### config.mk
export PLATFORM = sky130hd
export DESIGN_NAME = cm3_ctrl
export DESIGN_NICKNAME = d
export VERILOG_FILES = /design/src/hw/rtl/cm3_pkg.sv /design/src/hw/rtl/cm3_ctrl.sv
export SDC_FILE = /design/constraint.sdc
export NUM_CORES = 1
export LEC_CHECK = 0
export BUFFER_PORTS_ARGS = -buffer_cell sky130_fd_sc_hd__clkbuf_2
export CAP_MARGIN = 20
export CORE_UTILIZATION = 40
export CTS_BUF_LIST = sky130_fd_sc_hd__clkbuf_4 sky130_fd_sc_hd__clkbuf_8 sky130_fd_sc_hd__clkbuf_16
export DETAILED_ROUTE_END_ITERATION = 12
export PLACE_DENSITY = 0.74
export SLEW_MARGIN = 40
export SYNTH_ARGS = -nofsm -noshare
export SYNTH_HDL_FRONTEND = slang
export SYNTH_SLANG_ARGS = --single-unit
### constraint.sdc
create_clock -name i_clk -period 1.33 [get_ports i_clk]
set_input_delay 0.266 -clock i_clk [delete_from_list [all_inputs] [get_ports i_clk]]
set_output_delay 0.266 -clock i_clk [all_outputs]
set_load 0.02 [all_outputs]
### src/hw/rtl/cm3_pkg.sv
package cm3_pkg;

    localparam int COORD_W     = 16;
    localparam int IN_TDATA_W  = 3 * COORD_W;
    localparam int SUM1_W      = 22;
    localparam int SUMP_W      = 38;
    localparam int CROSS_W     = 2 * SUM1_W;
    localparam int DIFF_W      = 46;
    localparam int FRAC_W      = 8;
    localparam int MAG_W       = DIFF_W + FRAC_W;
    localparam int OUT_W       = 41;
    localparam int N_FIELDS    = 9;
    localparam int OUT_TDATA_W = ((N_FIELDS * OUT_W + 7) / 8) * 8;
    localparam int N_ENT       = 6;
    localparam int ENT_W       = 3;

    // distinct matrix entries: xx, xy, xz, yy, yz, zz
    localparam logic [ENT_W-1:0] ENT_XX = 3'd0;
    localparam logic [ENT_W-1:0] ENT_XY = 3'd1;
    localparam logic [ENT_W-1:0] ENT_XZ = 3'd2;
    localparam logic [ENT_W-1:0] ENT_YY = 3'd3;
    localparam logic [ENT_W-1:0] ENT_YZ = 3'd4;
    localparam logic [ENT_W-1:0] ENT_ZZ = 3'd5;

    localparam logic [1:0] AX_X = 2'd0;
    localparam logic [1:0] AX_Y = 2'd1;
    localparam logic [1:0] AX_Z = 2'd2;

    typedef struct packed {
        logic             take;
        logic             clear;
        logic             mul;
        logic             start;
        logic             store;
        logic             push;
        logic [ENT_W-1:0] idx;
    } t_cmd;

    typedef struct packed {
        logic div_done;
    } t_sts;

    function automatic logic [1:0] ent_a(input logic [ENT_W-1:0] e);
        logic [1:0] a;
        case (e)
            ENT_XX, ENT_XY, ENT_XZ: a = AX_X;
            ENT_YY, ENT_YZ:         a = AX_Y;
            ENT_ZZ:                 a = AX_Z;
            default:                a = AX_X;
        endcase
        return a;
    endfunction

    function automatic logic [1:0] ent_b(input logic [ENT_W-1:0] e);
        logic [1:0] b;
        case (e)
            ENT_XX:         b = AX_X;
            ENT_XY, ENT_YY: b = AX_Y;
            ENT_XZ, ENT_YZ: b = AX_Z;
            ENT_ZZ:         b = AX_Z;
            default:        b = AX_X;
        endcase
        return b;
    endfunction

endpackage

### src/hw/rtl/cm3_ctrl.sv
module cm3_ctrl #(
    parameter int POINTS = 10
) (
    input  logic          i_clk,
    input  logic          i_rst_n,
    input  logic          i_s_tvalid,
    output logic          o_s_tready,
    output logic          o_m_tvalid,
    input  logic          i_m_tready,
    output cm3_pkg::t_cmd o_cmd,
    input  cm3_pkg::t_sts i_sts
);

    localparam int CNT_W = $clog2(POINTS);

    typedef enum logic [6:0] {
        S_ACC   = 7'b0000001,
        S_FLUSH = 7'b0000010,
        S_MUL   = 7'b0000100,
        S_LOAD  = 7'b0001000,
        S_DIV   = 7'b0010000,
        S_STORE = 7'b0100000,
        S_PUSH  = 7'b1000000
    } t_state;

    t_state                    r_state, n_state;
    logic [CNT_W-1:0]          r_cnt, n_cnt;
    logic [cm3_pkg::ENT_W-1:0] r_idx, n_idx;
    logic                      r_ovld, n_ovld;
    logic                      w_free;

    assign w_free = !r_ovld || i_m_tready;

    always_comb begin
        n_state = r_state;
        n_cnt   = r_cnt;
        n_idx   = r_idx;
        n_ovld  = r_ovld && !i_m_tready;
        o_cmd   = '0;
        o_cmd.idx = r_idx;
        case (r_state)
            S_ACC: begin
                if (i_s_tvalid) begin
                    o_cmd.take = 1'b1;
                    if (r_cnt == CNT_W'(POINTS - 1)) begin
                        n_cnt   = '0;
                        n_state = S_FLUSH;
                    end else begin
                        n_cnt = r_cnt + CNT_W'(1);
                    end
                end
            end
            S_FLUSH: begin
                n_idx   = '0;
                n_state = S_MUL;
            end
            S_MUL: begin
                o_cmd.mul = 1'b1;
                n_state   = S_LOAD;
            end
            S_LOAD: begin
                o_cmd.start = 1'b1;
                n_state     = S_DIV;
            end
            S_DIV: begin
                if (i_sts.div_done) begin
                    n_state = S_STORE;
                end
            end
            S_STORE: begin
                o_cmd.store = 1'b1;
                if (r_idx == cm3_pkg::ENT_ZZ) begin
                    n_state = S_PUSH;
                end else begin
                    n_idx   = r_idx + cm3_pkg::ENT_W'(1);
                    n_state = S_MUL;
                end
            end
            S_PUSH: begin
                // hold until the output register is free
                if (w_free) begin
                    o_cmd.push  = 1'b1;
                    o_cmd.clear = 1'b1;
                    n_ovld      = 1'b1;
                    n_state     = S_ACC;
                end
            end
            default: begin
                n_state = S_ACC;
            end
        endcase
    end

    always_ff @(posedge i_clk) begin
        if (!i_rst_n) begin
            r_state <= S_ACC;
            r_cnt   <= '0;
            r_idx   <= '0;
            r_ovld  <= 1'b0;
        end else begin
            r_state <= n_state;
            r_cnt   <= n_cnt;
            r_idx   <= n_idx;
            r_ovld  <= n_ovld;
        end
    end

    assign o_s_tready = (r_state == S_ACC);
    assign o_m_tvalid = r_ovld;

endmodule

==> results of run 1 <==
-- power by group through the flow --
stage | clock network (mW) | logic [mW] | registers, mW
2_1_floorplan | 0 | 0.0784 | 0.487
4_1_cts | 0.284 | 0.194 | 0.473
3_3_place_gp | 0 | 0.128 | 0.486
6_report | 0.283 | 0.251 | 0.476
3_5_place_dp | 0 | 0.131 | 0.487
5_1_grt | 0.316 | 0.265 | 0.478
-- logic make-up after synthesis --
kind of cell	Yosys count	share of synthesized area (%)
XOR/XNOR	3	3.26
AND/OR/NAND/NOR	49	37.1
flip-flops	15	37.2
buffers and inverters	8	4.19
adder cells (fa/ha/maj)	2	3.10
AO/OA/AOI/OAI	16	15.2
-- state kept, by name (all words and copies together), names as in the netlist --
name        count
r_state         7
r_cnt           4
r_idx           3
o_m_tvalid      1
-- Yosys cell counts, types with 2 or more instances --
master / count
a21boi_1: 3
a21oi_1: 2
and2_1: 3
and3_1: 4
dfxtp_1: 15
ha_1: 2
inv_1: 6
nand2_1: 7
nand3_1: 4
nand4_1: 2
nor2_1: 8
nor2b_1: 9
nor4b_1: 2
o21a_1: 2
o21ai_0: 3
or3_1: 3
xnor2_1: 3
-- worst max path at each step --
stage / start / to / slack (ns) / depth (start not counted)
3_3_place_gp: r_state[4] / r_state[5] / -0.18 / 4
4_1_cts: r_state[4] / o_cmd[3] / -0.38 / 5
5_1_grt: r_state[0] / o_cmd[4] / -0.50 / 5
6_report: r_state[0] / o_cmd[4] / -0.47 / 5
3_5_place_dp: r_state[4] / r_state[5] / -0.17 / 4
2_1_floorplan: r_state[2] / o_cmd[7] / -0.03 / 4
-- cell usage in the layout (no fill, tap or decap), types with 2 or more instances in the layout --
cell type / n
a21boi_1: 3
and2_1: 3
and3_1: 2
and3_4: 2
buf_4: 19
buf_6: 12
buf_8: 6
clkbuf_2: 9
clkbuf_4: 4
dfxtp_1: 7
dfxtp_2: 6
dfxtp_4: 2
ha_1: 2
inv_1: 4
inv_2: 2
nand2_1: 5
nand3_1: 2
nand3_4: 2
nand4_1: 2
nor2_1: 3
nor2_2: 3
nor2_4: 2
nor2b_1: 9
nor4b_4: 2
o21a_1: 2
or3_1: 2
xnor2_2: 2
-- layout make-up --
| cell class | instances | area [µm²] |
|---|---|---|
| Tap cell | 25 | 31.3 |
| Sequential cell | 15 | 315 |
| Timing Repair Buffer | 47 | 433 |
| Fill cell | 107 | 328 |
| Clock buffer | 4 | 30.0 |
| Inverter | 6 | 22.5 |
| Multi-Input combinational cell | 70 | 642 |
-- what timing repair did --
item,4_1_cts,5_1_grt
setup endpoints to repair,21,22
gates cloned,0,0
gates resized for setup,31,29
hold endpoints to repair,0,0
buffers inserted,12,8
pin swaps,17,12
-- per-layer routing --
layer | track usage [%] | vias to the layer above | part of all wire (%) | wire [µm]
met1 | 25.6 | 446 | 42 | 1160
li1 | - | 429 | - | -
met4 | 10.3 | 0 | 1.7 | 48
met2 | 43.3 | 44 | 51 | 1420
met3 | 2.69 | 7 | 4.8 | 133
met5 | 0 | - | 0 | 0
-- per-stage QoR --
stage / hold WS (ns) / instances / setup slack, ns / power (mW)
final: 0.223 / 167 / -0.468 / 1.01
after CTS: 0.208 / 161 / -0.381 / 0.951
after floorplan: 0.379 / 93 / -0.0336 / 0.565
after detailed placement: 0.482 / 145 / -0.174 / 0.617
after global placement: 0.472 / 145 / -0.182 / 0.614
after global routing: 0.211 / 167 / -0.497 / 1.06
-- worst reg2reg max path, cell delays in order (launching register included) --
cell	delay, ns
dfxtp_2	0.35
buf_4	0.15
buf_6	0.11
xnor2_2	0.11
or3_4	0.34
a2111oi_4	0.30
o221ai_1	0.17
==> flow_metrics.env, run 1 <==
export IMPL_r2r_slack_ns=-0.35
export IMPL_drv_cap=0
export IMPL_setup_ws_ns=-0.468
export IMPL_overflow=0
export IMPL_grt_pass1_vias=851
export IMPL_ys_seq_elements=15
export IMPL_skew_ns=0.00407
export IMPL_io_buffers=15
export IMPL_clock_sinks=15
export IMPL_synth_area_leaders="dfxtp_1, nor2b_1, nor2_1"
export IMPL_clkTransAtPathRegs_ns=0.09
export IMPL_numCtsBuffers=3
export IMPL_setup_viol_count_final=20
export IMPL_dp_hpwl_mm=1.43
export IMPL_finalCritPeriodShare_pct=135
export IMPL_reg2reg_from="r_state[1]"
export IMPL_worst_path_max_fanout=5
export IMPL_htree_num_levels=1
export IMPL_start_util_pct=44.8
export IMPL_rows=15
export IMPL_r2r_cells=6
export IMPL_seqPwrFrac_pct=47.1
export IMPL_drtIter0Drc=25
export IMPL_crit_family="simple AND/OR/NAND/NOR gates"
export IMPL_required_ns=1.06
export IMPL_worstPathCellList="buf_12 > nor3_4 > nand3_1 > inv_1 > clkbuf_2"
export IMPL_path_buf_inv=3
export IMPL_yosys_area_top_type="dfxtp_1"
export IMPL_netSwitchingFraction_pct=26.8
export IMPL_irDropWorstVdd_mv=0.541
export IMPL_period_minus_slack_ns=1.80
export IMPL_synthFlopType="dfxtp_1"
export IMPL_async_reset_ff_share_pct=0
export IMPL_synth_edf_count=0
export IMPL_dr_pass1_iters=4
export IMPL_worstHoldPathType="in2reg"
export IMPL_drive_gt1_share_pct=59.9
export IMPL_synth_avg_cell_area_um2=8.68
export IMPL_outcome="finished, violations left"
export IMPL_end_kind="primary output"
export IMPL_postPlaceCellArea_mm2=0.00106
export IMPL_slew_headroom_pct=77.7
export IMPL_cts_tree="done"
export IMPL_holdBufCountCts=0
export IMPL_boundaryPins=16
export IMPL_hold_end="r_state[5]"
export IMPL_via_per_inst=5.54
export IMPL_core_mm2=0.00180
export IMPL_synth_top_area_share_pct=37.2
export IMPL_power_switching_uw=270
export IMPL_hold_depth=3
export IMPL_dieArea_mm2=0.00220
export IMPL_fin_nets=150
export IMPL_p_int_uw=740
export IMPL_antenna_found_initial=0
export IMPL_fin_tns_setup_ns=-5.48
export IMPL_timing_fmax_mhz=556
export IMPL_die_x_um=46.9
export IMPL_clockBufferDepth=2
export IMPL_ant_nets=0
export IMPL_finalMaxSlewViolations=0
export IMPL_synth_seq_area_share_pct=37.2
export IMPL_area_growth_pct=82.6
export IMPL_power_density_mw_per_mm2=686
export IMPL_start_kind="flip-flop"
export IMPL_synth_fp_nets=100
export IMPL_root_buffer="clkbuf_4"
export IMPL_track_usage_pct=23.0
export IMPL_routed_wl_mm=2.77
export IMPL_yosysUniqueCellTypes=32
export IMPL_crit_type="reg2out"
export IMPL_worstReg2RegEnd="r_state[0]"
export IMPL_p_clk_share_pct=28.0
export IMPL_finalHoldViolCount=0
export IMPL_die_h_um=46.9
export IMPL_slowest_delay_ns=0.38
export IMPL_fin_util_pct=81.8
export IMPL_stdcell_area_mm2=0.00147
export IMPL_diodes=0
export IMPL_gp_congestion=0.855
export IMPL_via_count=926
export IMPL_rsz0062_at_grt="yes"
export IMPL_p_comb_share_pct=24.8
export IMPL_arrival_ns=1.53
export IMPL_syn_cell_area_um2=807
export IMPL_grt_pass1_wl_mm=3.53
export IMPL_wl_per_cell_um=16.6
export IMPL_min_from="i_sts"
export IMPL_netlist_instances=93
export IMPL_grt_max_degree=12
export IMPL_tightestPinTransition_ns=0.332
export IMPL_clk_latency_ns=0.28
export IMPL_violations="negative setup slack"
export IMPL_leakage_nw=0.649
export IMPL_remaining_drc_errors=0
export IMPL_cp_slowest_cell="dfxtp_2"
export IMPL_ys_warn_count=0
No activity file was read; power rests on OpenSTA's default activity.
==> run 2: changes to the inputs <==
--- a/config.mk
+++ b/config.mk
@@ -10,7 +10,7 @@
 export CORE_UTILIZATION = 40
 export CTS_BUF_LIST = sky130_fd_sc_hd__clkbuf_4 sky130_fd_sc_hd__clkbuf_8 sky130_fd_sc_hd__clkbuf_16
 export DETAILED_ROUTE_END_ITERATION = 12
-export PLACE_DENSITY = 0.74
+export PLACE_DENSITY = 0.72
 export SLEW_MARGIN = 40
 export SYNTH_ARGS = -nofsm -noshare
 export SYNTH_HDL_FRONTEND = slang
==> constraint.sdc (replaced) <==
create_clock -name i_clk -period 1.9 [get_ports i_clk]
set_input_delay 0.38 -clock i_clk [delete_from_list [all_inputs] [get_ports i_clk]]
set_output_delay 0.38 -clock i_clk [all_outputs]
set_load 0.02 [all_outputs]
==> run 2 against run 1 <==
The flow now finishes without violations. Final cell count shrank 17%. Global-route usage shrank 5.7 points. Sequential power is 29% lower. Clock skew down 0.0030 ns. Core utilization is 25 points lower. Via count decreased by 19%. First-iteration DRC count shrank 40%. Register-to-register slack improved by 0.65 ns. Total power fell by 40%. Die area is the same. Critical path type unchanged. Critical endpoint is now o_cmd[5]. Largest power group unchanged.
==> flow_metrics.env, run 2 (synthesis gave the netlist of run 1 again) <==
export IMPL_diodes=0
export IMPL_area_growth_pct=25.7
export IMPL_worst_path_max_fanout=7
export IMPL_dieArea_mm2=0.00220
export IMPL_fin_util_pct=56.3
export IMPL_clkTransAtPathRegs_ns=0.09
export IMPL_final_common_cell="clkbuf_2"
export IMPL_drtIter0Drc=15
export IMPL_arrival_ns=1.45
export IMPL_skew_ns=0.00108
export IMPL_required_ns=1.52
export IMPL_cp_slowest_cell="dfxtp_2"
export IMPL_clock_sinks=15
export IMPL_finalCritPeriodShare_pct=96.6
export IMPL_postPlaceCellArea_um2=910
export IMPL_antenna_found_initial=0
export IMPL_clockBufferDepth=2
export IMPL_overflow=0
export IMPL_start_util_pct=44.8
export IMPL_power_density_mw_per_mm2=599
export IMPL_root_buffer="clkbuf_4"
export IMPL_cts_tree="done"
export IMPL_grt_max_degree=12
export IMPL_r2r_slack_ns=0.30
export IMPL_endpoint="o_cmd[5]"
export IMPL_remaining_drc_errors=0
export IMPL_core_mm2=0.00180
export IMPL_grt_pass1_vias=652
export IMPL_leakage_nw=0.456
export IMPL_die_x_um=46.9
export IMPL_slew_headroom_pct=71.3
export IMPL_worstPathCellList="nor4_4 > buf_4 > and3_1 > buf_4"
export IMPL_rows=15
export IMPL_finalHoldViolCount=0
export IMPL_start_kind="flip-flop"
export IMPL_boundaryPins=16
export IMPL_drv_cap=0
export IMPL_placed_cells=132
export IMPL_die_h_um=46.9
export IMPL_dp_hpwl_mm=1.20
export IMPL_startpoint="r_state[2]"
export IMPL_end_kind="primary output"
export IMPL_outcome="complete, no violations"
export IMPL_stdcell_area_mm2=0.00101
export IMPL_r2r_cells=4
export IMPL_period_minus_slack_ns=1.83
export IMPL_place_ws_ns=0.245
export IMPL_timing_fmax_mhz=545
export IMPL_rsz0062_at_grt="yes"
export IMPL_worstHoldPathType="in2reg"
export IMPL_irDropWorstVdd_mv=0.459
export IMPL_slowest_delay_ns=0.37
export IMPL_largest_reg_flops=7
export IMPL_whs_ns=0.295
export IMPL_io_buffers=15
export IMPL_routed_wl_mm=1.68
export IMPL_top_regs="r_state: 7 flops, r_cnt: 4 flops, r_idx: 3 flops"
export IMPL_via_count=748
export IMPL_dr_pass1_iters=4
export IMPL_setup_viol_count_final=0
export IMPL_tightestPinTransition_ns=0.430
export IMPL_holdBufCountCts=0
export IMPL_grt_pass1_wl_mm=2.66
export IMPL_finalMaxSlewViolations=0
export IMPL_regMostFlops="r_state"
export IMPL_via_per_inst=5.38
export IMPL_numCtsBuffers=3
export IMPL_fin_cells=139
export IMPL_reg2reg_from="r_state[1]"
export IMPL_gp_congestion=0.753
export IMPL_htree_num_levels=1
export IMPL_fin_nets=122
export IMPL_wl_per_cell_um=12.1
export IMPL_worstReg2RegEnd="r_state[0]"
export IMPL_setup_ws_ns=0.0654
export IMPL_track_usage_pct=17.3
export IMPL_final_cell_mix="clkbuf_2, nor2b_1, nor2_1, dfxtp_1, dfxtp_2"
export IMPL_crit_top_cell="buf_4"
export IMPL_drive_gt1_share_pct=33.3
export IMPL_clk_latency_ns=0.28
export IMPL_crit_type="reg2out"
export IMPL_ant_nets=0
-- run 2: cell count changes in the layout (fill, tap and decap cells not counted), sizes merged --
| cell | delta |
|---|---|
| buf | -32 |
| clkbuf | +3 |
| clkinv | +1 |
-- run 2: how the worst min path moves through the flow --
stage	startpoint	to	slack [ns]	depth (start not counted)
floorplan	r_cnt[3]	r_cnt[3]	0.46	2
global placement	r_cnt[3]	r_cnt[3]	0.48	2
detailed placement	r_cnt[3]	r_cnt[3]	0.48	2
CTS	i_sts	r_state[5]	0.30	3
global route	i_sts	r_state[5]	0.30	3
finish	i_sts	r_state[5]	0.29	3
-- run 2: repair_timing --
| action | 4_1_cts | 5_1_grt |
|---|---|---|
| setup endpoints to repair | 5 | 7 |
| pin swaps | 1 | 1 |
| resized for setup | 3 | 15 |
| buffers inserted | 1 | 2 |
| hold endpoints to repair | 0 | 0 |
-- run 2: final cells by class --
class | count | area, µm²
Clock inverter | 1 | 5.00
Inverter | 6 | 22.5
Fill cell | 178 | 787
Clock buffer | 3 | 22.5
Timing Repair Buffer | 19 | 110
Tap cell | 25 | 31.3
Sequential cell | 15 | 309
Multi-Input combinational cell | 70 | 514
-- run 2: power by group --
group          switching (mW)  internal, mW
Combinational          0.0419        0.0441
Clock                   0.107        0.0782
Sequential             0.0126         0.324
Total                   0.161         0.447
-- run 2: routing by layer --
layer	GRT usage (%)	wire, µm
met4	7.43	23
met3	6.92	98
met1	19.8	756
met2	28.6	801
met5	0	0
-- run 2: per-stage QoR --
stage / setup TNS, ns / total power [mW]
floorplan: 0 / 0.393
global placement: 0 / 0.413
detailed placement: 0 / 0.414
CTS: 0 / 0.608
global route: -0.0167 / 0.640
finish: 0 / 0.608
-- run 2: worst max-delay path, delay by kind of cell (launching register included) --
family,cells,cell delay (ns)
flops,1,0.37
simple gates,2,0.46
buf+inv,2,0.34
